### config.mk
export PLATFORM = sky130hd
export DESIGN_NAME = sts_engine
export DESIGN_NICKNAME = d
export VERILOG_FILES = /design/src/design/sts_pkg.sv /design/src/design/sts_engine.sv
export SDC_FILE = /design/constraint.sdc
export NUM_CORES = 1
export LEC_CHECK = 0
export BUFFER_PORTS_ARGS = -buffer_cell sky130_fd_sc_hd__buf_4
export CORE_MARGIN = 4
export CORE_UTILIZATION = 54
export DETAILED_ROUTE_END_ITERATION = 12
export GPL_ROUTABILITY_DRIVEN = 0
export PLACE_DENSITY = 0.77
export SYNTH_ARGS = -nofsm -noshare
export SYNTH_HDL_FRONTEND = slang
export SYNTH_SLANG_ARGS = --single-unit
### constraint.sdc
create_clock -name clk_i -period 6.5 [get_ports clk_i]
set_clock_uncertainty 0.05 [all_clocks]
set_input_delay 0.975 -clock clk_i [delete_from_list [all_inputs] [get_ports clk_i]]
set_output_delay 0.975 -clock clk_i [all_outputs]
set_load 0.02 [all_outputs]
### src/design/sts_pkg.sv
// Shared types and constants for the sorted table search block.
`timescale 1ns / 1ps

package sts_pkg;

  localparam int unsigned VALUE_W   = 32;
  localparam int unsigned COUNT_W   = 11;
  localparam int unsigned INDEX_W   = 10;
  localparam int unsigned ADDR_W    = 16;

  localparam logic [1:0] OP_WRITE = 2'd0;
  localparam logic [1:0] OP_EXACT = 2'd1;
  localparam logic [1:0] OP_LOWER = 2'd2;
  localparam logic [1:0] OP_UPPER = 2'd3;

  // One access to the element store per cycle.
  typedef struct packed {
    logic               wr_en;
    logic               rd_en;
    logic [ADDR_W-1:0]  addr;
    logic [VALUE_W-1:0] wdata;
  } ram_req_t;

  // Search result handed from the engine to the output register.
  typedef struct packed {
    logic               found;
    logic [INDEX_W-1:0] position;
  } search_res_t;

endpackage

### src/design/sts_engine.sv
// Request decode and binary search sequencer driving the element store.
`timescale 1ns / 1ps

module sts_engine
  import sts_pkg::*;
#(
  parameter int unsigned TABLE_DEPTH = 1024
) (
  input  logic                      clk_i,
  input  logic                      rst_ni,
  input  logic                      in_valid_i,
  output logic                      in_ready_o,
  input  logic [1:0]                opcode_i,
  input  logic [INDEX_W-1:0]        entry_index_i,
  input  logic signed [VALUE_W-1:0] operand_value_i,
  input  logic [COUNT_W-1:0]        count_i,
  output ram_req_t                  ram_req_o,
  input  logic [VALUE_W-1:0]        ram_rdata_i,
  output logic                      res_valid_o,
  input  logic                      res_ready_i,
  output search_res_t               res_o
);

  localparam logic [1:0] ST_IDLE   = 2'd0;
  localparam logic [1:0] ST_PROBE  = 2'd1;
  localparam logic [1:0] ST_CMP    = 2'd2;
  localparam logic [1:0] ST_FINISH = 2'd3;

  localparam logic [ADDR_W:0] DEPTH_EXT = (ADDR_W + 1)'(TABLE_DEPTH);

  logic [1:0]                state_q, state_d;
  logic [1:0]                op_q, op_d;
  logic signed [VALUE_W-1:0] target_q, target_d;
  logic [COUNT_W-1:0]        lo_q, lo_d;
  logic signed [COUNT_W:0]   hi_q, hi_d;
  logic [COUNT_W-1:0]        mid_q, mid_d;
  search_res_t               res_q, res_d;

  logic                      accept;
  logic signed [VALUE_W-1:0] elem;
  logic                      go_low;
  logic                      hit;
  logic [COUNT_W-1:0]        lo_n;
  logic signed [COUNT_W:0]   hi_n;
  logic [COUNT_W:0]          sum_n;
  logic [COUNT_W:0]          cnt_m1;

  assign in_ready_o  = (state_q == ST_IDLE);
  assign accept      = in_valid_i && in_ready_o;
  assign res_valid_o = (state_q == ST_FINISH);
  assign res_o       = res_q;
  assign elem        = $signed(ram_rdata_i);
  assign cnt_m1      = {1'b0, count_i} - 1'b1;

  // Probe decision: hit for exact, otherwise which half to keep.
  always_comb begin
    hit    = 1'b0;
    go_low = 1'b0;
    case (op_q)
      OP_EXACT: begin
        hit    = (elem == target_q);
        go_low = (elem > target_q);
      end
      OP_LOWER: go_low = (elem >= target_q);
      OP_UPPER: go_low = !(elem <= target_q);
      default:  go_low = 1'b0;
    endcase
    if (go_low) begin
      lo_n = lo_q;
      hi_n = $signed({1'b0, mid_q}) - 12'sd1;
    end else begin
      lo_n = mid_q + 1'b1;
      hi_n = hi_q;
    end
    sum_n = {1'b0, lo_n} + $unsigned(hi_n);
  end

  always_comb begin
    state_d   = state_q;
    op_d      = op_q;
    target_d  = target_q;
    lo_d      = lo_q;
    hi_d      = hi_q;
    mid_d     = mid_q;
    res_d     = res_q;
    ram_req_o = '0;
    case (state_q)
      ST_IDLE: begin
        if (accept) begin
          if (opcode_i == OP_WRITE) begin
            ram_req_o.wr_en = ({7'b0, entry_index_i} < DEPTH_EXT);
            ram_req_o.addr  = {6'b0, entry_index_i};
            ram_req_o.wdata = operand_value_i;
          end else begin
            op_d     = opcode_i;
            target_d = operand_value_i;
            lo_d     = '0;
            hi_d     = $signed(cnt_m1);
            mid_d    = cnt_m1[COUNT_W:1];
            if (count_i == '0) begin
              res_d   = '0;
              state_d = ST_FINISH;
            end else begin
              state_d = ST_PROBE;
            end
          end
        end
      end
      ST_PROBE: begin
        ram_req_o.rd_en = 1'b1;
        ram_req_o.addr  = {5'b0, mid_q};
        state_d         = ST_CMP;
      end
      ST_CMP: begin
        lo_d  = lo_n;
        hi_d  = hi_n;
        mid_d = sum_n[COUNT_W:1];
        if (hit) begin
          res_d.found    = 1'b1;
          res_d.position = mid_q[INDEX_W-1:0];
          state_d        = ST_FINISH;
        end else if ($signed({1'b0, lo_n}) <= hi_n) begin
          state_d = ST_PROBE;
        end else begin
          // Bounds report lo unless it ran off the end of the searched range.
          if ((op_q != OP_EXACT) && (lo_n < count_i)) begin
            res_d.found    = 1'b1;
            res_d.position = lo_n[INDEX_W-1:0];
          end else begin
            res_d = '0;
          end
          state_d = ST_FINISH;
        end
      end
      ST_FINISH: begin
        if (res_ready_i) begin
          state_d = ST_IDLE;
        end
      end
      default: state_d = ST_IDLE;
    endcase
  end

  always_ff @(posedge clk_i or negedge rst_ni) begin
    if (!rst_ni) begin
      state_q <= ST_IDLE;
    end else begin
      state_q <= state_d;
    end
  end

  always_ff @(posedge clk_i) begin
    op_q     <= op_d;
    target_q <= target_d;
    lo_q     <= lo_d;
    hi_q     <= hi_d;
    mid_q    <= mid_d;
    res_q    <= res_d;
  end

  a_cmp_after_probe : assert property (@(posedge clk_i) disable iff (!rst_ni)
    (state_q == ST_CMP) |-> ($past(state_q) == ST_PROBE))
    else $error("compare without a preceding memory read");

  a_probe_in_window : assert property (@(posedge clk_i) disable iff (!rst_ni)
    (state_q == ST_PROBE) |-> ($signed({1'b0, lo_q}) <= hi_q))
    else $error("probe issued with an empty search window");

  a_query_leaves_idle : assert property (@(posedge clk_i) disable iff (!rst_ni)
    (accept && (opcode_i != OP_WRITE)) |=> (state_q != ST_IDLE))
    else $error("query request dropped");

  a_notfound_zero : assert property (@(posedge clk_i) disable iff (!rst_ni)
    (res_valid_o && !res_q.found) |-> (res_q.position == '0))
    else $error("not-found result with non-zero position");

endmodule

==> out/qor.csv <==
stage,metric,value,unit
clocking,htreeDepth,3,
critical_path,worstPathArrival,5.73,ns
clocking,clock_sink_count,81,
placement,detailedPlace.worstSlack,0.6538,ns
grt,antenna_found_initial,0,
power,sequentialPowerShare,29.5,%
critical_path,register_to_register_setup_slack,1.28,ns
grt,global_route.usage.total,24.56,%
timing,max_freq,178.4,MHz
critical_path,critPathMaxFanout,40,
power,combPwrFrac,57.1,%
routing,wl,15.79,mm
clocking,post-cts-setup-buffer-count,0,
power,leakage,3.380,nW
critical_path,worst_setup_path_end_kind,register,
yosys,netlist_top_cells_area,"sky130_fd_sc_hd__edfxtp_1, sky130_fd_sc_hd__ha_1, sky130_fd_sc_hd__inv_1",
yosys,postSynthCellCount,627,
timing,layout_worst_path_cycle_share,86.25,%
yosys,synth_cell_types,61,
power,power_frac_clock,13.4,%
final_layout,most_common_cell_after_layout_fill_and_taps_aside,sky130_fd_sc_hd__buf_4,
clocking,tritoncts.num_buffers,9,
clocking,post_cts_resize_count,0,
critical_path,cp_slowest_stage_delay,0.40,ns
timing,rsz0062_at_grt,false,
yosys,yosysSeqAreaShare,41.25,%
power,netSwitchingFraction,44.81,%
grt,pin_count_of_the_biggest_net_entering_global_routing,44,
yosys,netlist.area_leader.share,40.40,%
timing,setup_viol,0,
timing,finalSetupTns,0,ns
critical_path,timing.critical_path.slowest_stage_cell,sky130_fd_sc_hd__buf_4,
critical_path,setup.worst_path.start_class,input port,
power,cellInternalPower,1.804,mW
timing,hold_viol,0,
floorplanning,die_h,112.3,um
routing,ant_nets,0,
yosys,synthesis.area_per_instance,9.365,um2
timing,timing.final.crit_period,5.606,ns
clocking,cts.root.buffer_cell,sky130_fd_sc_hd__clkbuf_8,
yosys,synth-async-reset-ratio,2.469,%
floorplanning,placeableCoreArea,10460,um2
clocking,clock_tree_from_tritoncts,built,
grt,grt_pass1_vias,4879,
yosys,synth_edf_count,79,
power,power.density,446.7,nW/um2
critical_path,crit_type,in -> reg,
yosys,synthDominantAreaCellType,sky130_fd_sc_hd__edfxtp_1,
final_layout,layout.nets,929,
routing,remaining_drc_errors,0,
worst_hold_path,hold_class,in -> async,
clocking,cts_max_path_buffers,2,
placement,detailed_place_hpwl,12.43,mm
run,maxCapViolCount,0,
grt,grt_first_pass_wirelength,24.95,mm
final_layout,nFillCells,820,
critical_path,reg2reg_from,target_q[30],
power,power_switching,1.465,mW
critical_path,worst_r2r_endpoint,mid_q[9],
routing,routed_wire_length_per_instance,17.37,um
placement,placement.io_buffers,148,
grt,grt_remaining_overflow,0,
routing,first_iter_violations,427,
routing,via_per_inst,5.646,
final_layout,final_layout_size_suffix_gt1_share,23.67,%
critical_path,endpoint,mid_q[9],
critical_path,rr_worst_depth,22,
yosys,syn_area,5872,um2
routing,detail_route.first_pass.iterations,6,
floorplanning,initial_util,56.12,%
floorplanning,die-width,112.3,um
final_layout,mostFrequentLayoutCells,"sky130_fd_sc_hd__buf_4, sky130_fd_sc_hd__inv_1, sky130_fd_sc_hd__edfxtp_1",
floorplanning,core.rowCount,37,
timing,worstMarginPinSlew,1.025,ns
yosys,ys_seq_elements,81,
power,vdd.ir_drop.worst,0.2074,mV
timing,slew_headroom,31.12,%
final_layout,synthToLayoutAreaGrowth,24.61,%
timing,final_count_of_pins_violating_max_slew,0,
yosys,ys_warn_count,0,
routing,vias,5132,
critical_path,critical_path.cell_chain,buf_4 -> ha_1 -> a21oi_1 -> nand2_1 -> a221o_1 -> a211oi_2 -> o221ai_1 -> nor2_2 -> buf_4 -> nor2_1 -> a21oi_1 -> inv_1 -> ha_1 -> nor2b_1 -> o21ai_0 -> a21boi_0 -> o21ai_0 -> a21oi_1 -> o21ai_0 -> a211oi_1 -> o21a_1 -> o31ai_1,
critical_path,worst_setup_path_startpoint,ram_rdata_i[30],
yosys,yosys_most_used_dff,sky130_fd_sc_hd__edfxtp_1,
run_status,run_status,"finished, final reports clean",
clocking,post_cts_hold_buffer_count,0,
clocking,path_clk_slew,0.08,ns
floorplanning,dieArea,12610,um2
clocking,clk-insertion-delay-late,0.35,ns
critical_path,cp_data_required_time,6.62,ns
floorplanning,top_level_ports,154,
timing,timing.final.ws_setup,0.8941,ns
final_layout,diodes,0,
-- critical path, delay by kind of cell --
kind	cells	cell delay, ns
buf+inv	3	0.66
fa+ha+maj	2	0.72
simple gates	4	0.44
compound gates	13	2.90
-- cells in the mapped netlist, types with 2 or more instances --
master	n
sky130_fd_sc_hd__nor2_1	53
sky130_fd_sc_hd__ha_1	67
sky130_fd_sc_hd__clkbuf_1	15
sky130_fd_sc_hd__and3_1	5
sky130_fd_sc_hd__xor2_1	13
sky130_fd_sc_hd__o21bai_1	2
sky130_fd_sc_hd__o31ai_1	4
sky130_fd_sc_hd__dfrtp_1	2
sky130_fd_sc_hd__mux2_2	2
sky130_fd_sc_hd__nand3_1	14
sky130_fd_sc_hd__a21boi_0	2
sky130_fd_sc_hd__and2_1	35
sky130_fd_sc_hd__o21ai_1	16
sky130_fd_sc_hd__edfxtp_1	79
sky130_fd_sc_hd__nand2_1	48
sky130_fd_sc_hd__a22o_1	10
sky130_fd_sc_hd__nor2b_1	7
sky130_fd_sc_hd__nand4_1	9
sky130_fd_sc_hd__o21a_1	2
sky130_fd_sc_hd__inv_1	79
sky130_fd_sc_hd__a21oi_1	54
sky130_fd_sc_hd__nor3_1	12
sky130_fd_sc_hd__nand2b_1	5
sky130_fd_sc_hd__a21o_1	5
sky130_fd_sc_hd__mux2i_1	2
sky130_fd_sc_hd__buf_2	2
sky130_fd_sc_hd__a31o_2	2
sky130_fd_sc_hd__o22ai_1	2
sky130_fd_sc_hd__or4_1	2
sky130_fd_sc_hd__xnor2_1	19
sky130_fd_sc_hd__o21ai_0	16
sky130_fd_sc_hd__buf_4	7
sky130_fd_sc_hd__nor4_1	7
-- power groups by stage --
stage / combinational, mW / clock [mW] / sequential [mW]
after floorplan: 1.33 / 0 / 0.921
after global placement: 1.77 / 0 / 0.963
after detailed placement: 1.83 / 0 / 0.971
after CTS: 1.85 / 0.441 / 0.959
after global routing: 2.07 / 0.464 / 0.984
final: 1.87 / 0.439 / 0.964
-- worst min-delay path by stage --
stage | startpoint | end | slack, ns
after floorplan | lo_q[2] | lo_q[2] | 0.51
after global placement | lo_q[9] | lo_q[9] | 0.53
after detailed placement | lo_q[2] | lo_q[2] | 0.55
after CTS | rst_ni | state_q[1] | 0.33
after global routing | rst_ni | state_q[1] | 0.32
final | rst_ni | state_q[1] | 0.34
-- per-layer routing --
metal	global-route usage (%)	vias to the layer above	share of wire, %
met5	0	-	0
met4	6.010	0	1.5
met3	4.205	16	8.2
met2	41.20	246	49
met1	33.28	2417	41
li1	-	2453	-
-- cell type report --
type                    instances  area (um2)  area share [%]
well taps                     136       170.2           2.326
multi-input cells             445        3042           41.57
clock buffers                   9       123.9           1.693
clock inverters                 5       106.4           1.453
flip-flops and latches         81        2422           33.11
repair buffers                154        1156           15.80
inverters                      79       296.5           4.053
-- cell families after synthesis --
logic type                 after synthesis  share of synthesized area (%)
AOI/OAI and AO/OA                      128                          13.28
DFF                                     81                          41.25
buffers and inverters                  105                          7.330
other                                    1                        0.06386
and+or+nand+nor                        208                          17.96
muxes                                    4                         0.7245
xor gates and xnor gates                32                          4.773
adders and majority gates               68                          14.62
-- through the flow --
| stage | util, % | cell area (um2) | hold WS (ns) | std cells | total power [mW] |
|---|---|---|---|---|---|
| after floorplan | - | 5887 | 0.5068 | 631 | 2.249 |
| after global placement | 67.74 | 7087 | 0.5274 | 895 | 2.735 |
| final | 69.94 | 7317 | 0.3381 | 909 | 3.269 |
| after CTS | 69.94 | 7317 | 0.3319 | 909 | 3.246 |
| after detailed placement | 67.74 | 7087 | 0.5541 | 895 | 2.800 |
| after global routing | 69.94 | 7317 | 0.3192 | 909 | 3.519 |
-- flip-flops by register name (all words and copies together), names as in the netlist --
| register | flops |
|---|---|
| state_q | 2 |
| lo_q | 11 |
| res_o | 11 |
| mid_q | 11 |
| op_q | 2 |
| hi_q | 12 |
| target_q | 32 |
Note: power is estimated with default switching activity, not from simulation.
